## config.mk

```make
export PLATFORM = sky130hd
export DESIGN_NAME = kscl_cell
export DESIGN_NICKNAME = d
export VERILOG_FILES = /design/src/rtl/kscl_pkg.sv /design/src/rtl/kscl_cell.sv
export SDC_FILE = /design/constraint.sdc
export NUM_CORES = 1
export LEC_CHECK = 0
export BUFFER_PORTS_ARGS = -buffer_cell sky130_fd_sc_hd__buf_4
export CAP_MARGIN = 20
export CELL_PAD_IN_SITES_DETAIL_PLACEMENT = 0
export CELL_PAD_IN_SITES_GLOBAL_PLACEMENT = 1
export CORE_MARGIN = 2
export CORE_UTILIZATION = 41
export DETAILED_ROUTE_END_ITERATION = 12
export PLACE_DENSITY_LB_ADDON = 0.1
export SYNTH_ARGS = -nofsm -noshare
export SYNTH_HDL_FRONTEND = slang
export SYNTH_SLANG_ARGS = --single-unit
```

## constraint.sdc

```tcl
create_clock -name i_clk -period 4.5 [get_ports i_clk]
set_input_delay 0.225 -clock i_clk [delete_from_list [all_inputs] [get_ports i_clk]]
set_output_delay 0.225 -clock i_clk [all_outputs]
set_load 0.02 [all_outputs]
```

## src/rtl/kscl_pkg.sv

```systemverilog
// Shared types, codes and defaults for the keyed slot cache.
package kscl_pkg;

    // Default sizing
    localparam int ENTRIES_DEF  = 48;
    localparam int KEY_BITS_DEF = 64;

    // Command codes
    localparam logic [1:0] CMD_DRAW  = 2'd0;
    localparam logic [1:0] CMD_DONE  = 2'd1;
    localparam logic [1:0] CMD_QUERY = 2'd2;

    // Entry state codes
    localparam logic [1:0] ST_EMPTY   = 2'd0;
    localparam logic [1:0] ST_LOADING = 2'd1;
    localparam logic [1:0] ST_READY   = 2'd2;
    localparam logic [1:0] ST_MISSING = 2'd3;

    // Result status codes
    localparam logic [1:0] STS_LOADING = 2'd0;
    localparam logic [1:0] STS_READY   = 2'd1;
    localparam logic [1:0] STS_MISSING = 2'd2;
    localparam logic [1:0] STS_NONE    = 2'd3;

    // One command transfer
    typedef struct packed {
        logic [1:0]  cmd;
        logic        key_present;
        logic [63:0] key;
        logic        fetch_ok;
        logic [31:0] color_in;
    } t_in;

    // One result transfer
    typedef struct packed {
        logic [1:0]  status;
        logic [5:0]  entry_index;
        logic        fetch_request;
        logic [31:0] color_out;
    } t_out;

    // Running search record handed from cell to cell
    typedef struct packed {
        logic        hit;
        logic [1:0]  hit_state;
        logic [31:0] hit_color;
        logic        empty;
        logic        best;
        logic [31:0] best_stamp;
    } t_scan;

    // Write-back order broadcast to all cells
    typedef struct packed {
        logic       en;
        logic       set_key;
        logic       set_state;
        logic [1:0] state;
        logic       set_stamp;
        logic       set_color;
    } t_upd;

endpackage

```

## src/rtl/kscl_cell.sv

```systemverilog
// One cache entry plus one stage of the search chain.
module kscl_cell #(
    parameter int ENTRIES  = kscl_pkg::ENTRIES_DEF,
    parameter int KEY_BITS = kscl_pkg::KEY_BITS_DEF,
    parameter int IDX      = 0,
    localparam int IW      = (ENTRIES > 1) ? $clog2(ENTRIES) : 1
) (
    input  logic                  i_clk,
    input  logic                  i_rst_n,
    input  logic [KEY_BITS-1:0]   i_key,
    input  logic [31:0]           i_color,
    input  logic [31:0]           i_stamp,
    input  logic                  i_tok,
    input  kscl_pkg::t_scan       i_scan,
    input  logic [IW-1:0]         i_hit_idx,
    input  logic [IW-1:0]         i_empty_idx,
    input  logic [IW-1:0]         i_best_idx,
    output logic                  o_tok,
    output kscl_pkg::t_scan       o_scan,
    output logic [IW-1:0]         o_hit_idx,
    output logic [IW-1:0]         o_empty_idx,
    output logic [IW-1:0]         o_best_idx,
    input  kscl_pkg::t_upd        i_upd,
    input  logic [IW-1:0]         i_upd_idx
);
    import kscl_pkg::*;

    localparam logic [IW-1:0] MY_IDX = IW'(IDX);

    // Entry contents
    logic [KEY_BITS-1:0] r_key;
    logic [1:0]          r_state;
    logic [31:0]         r_stamp;
    logic [31:0]         r_color;

    // Chain stage
    logic          r_tok;
    t_scan         r_scan;
    logic [IW-1:0] r_hit_idx;
    logic [IW-1:0] r_empty_idx;
    logic [IW-1:0] r_best_idx;

    t_scan         n_scan;
    logic [IW-1:0] n_hit_idx;
    logic [IW-1:0] n_empty_idx;
    logic [IW-1:0] n_best_idx;
    logic          upd_me;

    // Fold this entry into the running record
    always_comb begin
        n_scan      = i_scan;
        n_hit_idx   = i_hit_idx;
        n_empty_idx = i_empty_idx;
        n_best_idx  = i_best_idx;
        if (!i_scan.hit && r_state != ST_EMPTY && r_key == i_key) begin
            n_scan.hit       = 1'b1;
            n_scan.hit_state = r_state;
            n_scan.hit_color = r_color;
            n_hit_idx        = MY_IDX;
        end
        if (!i_scan.empty && r_state == ST_EMPTY) begin
            n_scan.empty = 1'b1;
            n_empty_idx  = MY_IDX;
        end
        if ((r_state == ST_READY || r_state == ST_MISSING)
            && (!i_scan.best || r_stamp < i_scan.best_stamp)) begin
            n_scan.best       = 1'b1;
            n_scan.best_stamp = r_stamp;
            n_best_idx        = MY_IDX;
        end
    end

    // Pass the token down the chain
    always_ff @(posedge i_clk) begin
        if (!i_rst_n) begin
            r_tok <= 1'b0;
        end else begin
            r_tok <= i_tok;
        end
    end

    // Register the record
    always_ff @(posedge i_clk) begin
        r_scan      <= n_scan;
        r_hit_idx   <= n_hit_idx;
        r_empty_idx <= n_empty_idx;
        r_best_idx  <= n_best_idx;
    end

    assign upd_me = i_upd.en && (i_upd_idx == MY_IDX);

    // Apply write-back addressed to this entry
    always_ff @(posedge i_clk) begin
        if (!i_rst_n) begin
            r_state <= ST_EMPTY;
            r_stamp <= '0;
            r_color <= '0;
        end else if (upd_me) begin
            if (i_upd.set_state) begin
                r_state <= i_upd.state;
            end
            if (i_upd.set_stamp) begin
                r_stamp <= i_stamp;
            end
            if (i_upd.set_color) begin
                r_color <= i_color;
            end
        end
    end

    // Tag has no reset; it is read only once the entry leaves empty
    always_ff @(posedge i_clk) begin
        if (upd_me && i_upd.set_key) begin
            r_key <= i_key;
        end
    end

    assign o_tok       = r_tok;
    assign o_scan      = r_scan;
    assign o_hit_idx   = r_hit_idx;
    assign o_empty_idx = r_empty_idx;
    assign o_best_idx  = r_best_idx;

endmodule

```

Word level (Yosys, flattened, before mapping):

Cells that the tools add are included.

* input bits: 231
* register bits: 218
* logic and storage cells: 37
* output and inout port bits: 88

* muxes and demuxes: 2
* eq/ne operators: 3
* reductions and logical operators: 17
* order comparisons: 1

Operator list (count)
* $eq A64 B64 Y1: 1
* $mux W34: 1
* $lt A32 B32 Y1: 1
* $mux W32: 1
* $logic_and A1 B1 Y1: 6
* $logic_not A6 Y1: 1
* $reduce_and A2 Y1: 3
* $eq A2 B2 Y1 const B: 2
* $logic_not A1 Y1: 3
* $logic_not A2 Y1: 1
* $logic_or A1 B1 Y1: 2
* $reduce_bool A2 Y1: 1

Longest topological paths before layout:

* depth after elaboration: 4
* gate-level depth with buffers: 10
* gate-level depth less buffers: 8

Least setup slack after synthesis:

Ideal clock, no wire load.

* kind: input-to-reg
* from: input i_upd_idx[2]
* to: register r_key[0] (enable)
* stages: 3
* arrival time: 2.715 ns
* data required time: 4.071 ns
* path slack: 1.356 ns
* setup time: 0.429 ns
* cell sequence: or4b_1 nor4_2 and2_1

* cells in the longest elaborated chain, start to end: 3

RTL lines
* start, declared: RTL line kscl_cell.sv:24 `input logic [IW-1:0] i_upd_idx`
* $logic_not A6 Y1: RTL line kscl_cell.sv:90 `assign upd_me = i_upd.en && (i_upd_idx == MY_IDX);`
* $logic_and A1 B1 Y1: RTL line kscl_cell.sv:90
* $logic_and A1 B1 Y1: RTL line kscl_cell.sv:113 `if (upd_me && i_upd.set_key) begin`
* end signal, assigned: RTL line kscl_cell.sv:114 `r_key <= i_key;`
* end, declared: RTL line kscl_cell.sv:31 `logic [KEY_BITS-1:0] r_key;`

Every way passes these cells.
A chain may end at the register's enable or synchronous reset.

==> metrics.yaml <==
final_layout:
  fin_cells: 1599
  nFillCells: 1578
  fin_nets: 1568
  multiInputGateArea_sq_um: 3440
  layout-drive-gt1-share: 0.334
  antenna_cells: 0
  area_delta_synth_final_pct: 65.4
  regArea_sq_um: 5000
synthesis:
  synthDistinctLibCells: 45
  synth-seq-area-share: 0.571
  syn_avg_cell_area_sq_um: 11.5
  synth_top_area_share: 0.352
  synthTopCellsByArea: "dfxtp_1, edfxtp_1, nand2_1"
  synthesis.area_sq_um: 8770
  ys_warn_count: 0
  synth-edff-count: 64
  synth_top_area_cell: "dfxtp_1"
  ys_ff_latch: 218
  synth_nets: 1023
  async_reset_ff_frac: 0
  synthFlopType: "dfxtp_1"
  syn_inst: 761
timing:
  fin_crit_sh: 0.650
  hold_viol: 0
  fmax_mhz: 342
  layout_setup_ws_ns: 1.58
  slew_headroom: 0.448
  fin_skew_ns: 0.0105
  rsz0062_at_grt: "no"
  fin_setup_tns_ns: 0
  worst_pin_slew_ns: 0.821
  period_needed_ns: 2.92
  slew_viol_final: 0
  finalSetupViolations: 0
grt:
  antenna_found_initial: 0
  first_global_vias: 7517
  grt_pass1_wl_um: 38000
  grt_max_degree: 68
  track_usage: 0.212
  overflow: 0
floorplanning:
  ios: 319
  die_h_um: 150
  fp.dieArea_sq_um: 22600
  core_sq_um: 21000
  start_util: 0.417
  die_x_um: 150
  rows: 53
routing:
  drtPass1Iterations: 4
  wirelength_um: 24800
  ant_nets: 0
  vias_per_cell: 4.60
  wire_per_inst_um: 15.5
  drtIter0Drc: 204
  vias: 7360
  remaining_drc_errors: 0
power_and_ir_drop:
  p_leak_uw: 0.00632
  power-per-cell-area_nw_per_um2: 321
  peakVddDrop_mv: 0.243
clock_network:
  cts_tree: "yes"
  htreeDepth: 1
  postCtsResizedCells: 0
  clkTransAtPathRegs_ns: 0.06
  root_buffer: "clkbuf_16"
  clk_path_buf_depth: 3
  clock_sinks: 218
  cts_inserted_buffers: 25
  clk_latency_ns: 0.50
worst_setup_path:
  setup.worst_path.start_class: "input pin"
  critPathKind: "input pin to register"
  arrival_ns: 3.31
  worstPathCellList: "dlygate4sd3_1 > buf_4 > nor2b_1 > a2111o_1 > a2111oi_2 > nand4_1 > or4_2 > buf_12 > mux2_4"
  critical_path_buf_inv_count: 3
  critical-path-top-delay-family: "simple AND/OR/NAND/NOR gates"
  cp_slowest_cell: "or4_2"
  cp_max_fo: 30
  required_ns: 4.89
  max_stage_delay_ns: 0.86
  critPathCaptureType: "register"
status:
  status: "completed"
place:
  hpwl_um: 16700
  place_ws_ns: 1.37
  placed_cells: 1335
  gp_congestion: 0.753
  io_buffers: 318
job:
  maxCapViolCount: 0
min_path:
  hp-class: "input pin to register"
-- path summary, 6_finish.rpt --
kind                      end   startpoint  cells after the start  slack (ns)
setup reg to reg   o_scan[56]    r_key[22]                      7        1.62
setup / recovery   o_scan[56]    i_key[59]                      9        1.58
hold reg to reg   r_color[11]  r_color[11]                      2        0.46
hold / removal     r_state[1]     i_upd[4]                      3        0.03
-- metal layers --
layer,track usage,vias up,part of all wire
met1,0.244,3382,0.40
li1,-,3695,-
met4,0.0646,0,0.026
met5,0,-,0
met2,0.385,233,0.50
met3,0.0533,50,0.073
-- synthesized netlist by cell type, types with 2 or more instances --
master and count:
buf_2 4, a21boi_1 20, a21boi_0 46, nor4_1 8, buf_6 4, mux2_2 32, nor3_1 3, nand4_1 13
ha_1 31, edfxtp_1 64, and3_1 2, a21o_1 2, or2_2 2, or4_1 2, a211oi_1 2, xor2_1 31
nand2_1 138, nor2_1 5, o2111ai_1 2, o22ai_1 5, and2_1 10, mux2_4 33, dfxtp_1 154, nand3_1 8
xnor2_1 16, inv_1 49, a21oi_1 9, a2111o_1 2, o21ai_0 4, a221oi_1 4, clkbuf_1 22, nor2b_1 14
nand2b_1 8
-- cell type report --
class | instances | share of cell area
well taps | 275 | 0.0237
clock inverters | 13 | 0.00837
multi-input cells | 464 | 0.237
clock buffers | 32 | 0.0478
repair buffers | 548 | 0.325
flip-flops and latches | 218 | 0.345
inverters | 49 | 0.0127
-- state kept, by name, summed over array words and instances, names as in the netlist --
| register | count |
|---|---|
| o_hit_idx | 6 |
| r_stamp | 32 |
| r_state | 2 |
| o_tok | 1 |
| o_best_idx | 6 |
| r_color | 32 |
| o_scan | 69 |
| r_key | 64 |
| o_empty_idx | 6 |
-- kinds of logic after synthesis --
group,Yosys count,synth area share
mux,66,0.0989
xor+xnor,47,0.0469
fa+ha+maj,31,0.0442
compound gates,104,0.0879
flops,218,0.571
simple gates,216,0.113
buf+inv,79,0.0378
-- cells in the final DEF (no fill, tap or decap), drive strengths merged, types with 3 or more instances in the layout --
cell type    instances
clkinv               8
mux2                66
inv                 49
and2                10
nor2b               14
o22ai                5
nor2                 5
nor3                 3
a221oi               4
a21oi                9
xor2                31
ha                  31
nand4               13
edfxtp              64
nand3                8
clkinvlp             3
xnor2               16
nand2              138
o21ai                4
dfxtp              154
buf                330
nand2b               8
a21boi              66
dlygate4sd3        218
nor4                 9
clkbuf              32
-- power breakdown --
part / total, uW / switching [uW] / internal [uW]
combinational: 578 / 208 / 370
clock: 1990 / 789 / 1200
sequential: 2080 / 14.2 / 2070
-- metrics by stage --
stage	hold WS, ns	power (uW)	utilization	instance area (sq um)
after floorplan	0.324	2280	-	8770
after global placement	0.414	2530	0.544	11400
after detailed placement	0.415	2540	0.546	11500
after CTS	0.0192	4690	0.689	14500
after global routing	0.0201	4820	0.690	14500
final	0.0345	4650	0.690	14500
-- repair_timing --
item	CTS	global route
endpoints found under the hold margin	218	0
setup buffers	0	0
hold buffers	218	0
setup endpoints to repair	0	0
-- worst reg2reg max path: cells and delay by family, from the launching register on --
| kind | cells | cell delay (ns) |
|---|---|---|
| buffers and inverters | 1 | 0.27 |
| flip-flops | 1 | 0.41 |
| multiplexers | 1 | 0.35 |
| AND/OR/NAND/NOR | 4 | 1.54 |
| XOR/XNOR | 1 | 0.19 |
Note: power is estimated with default switching activity, not from simulation.
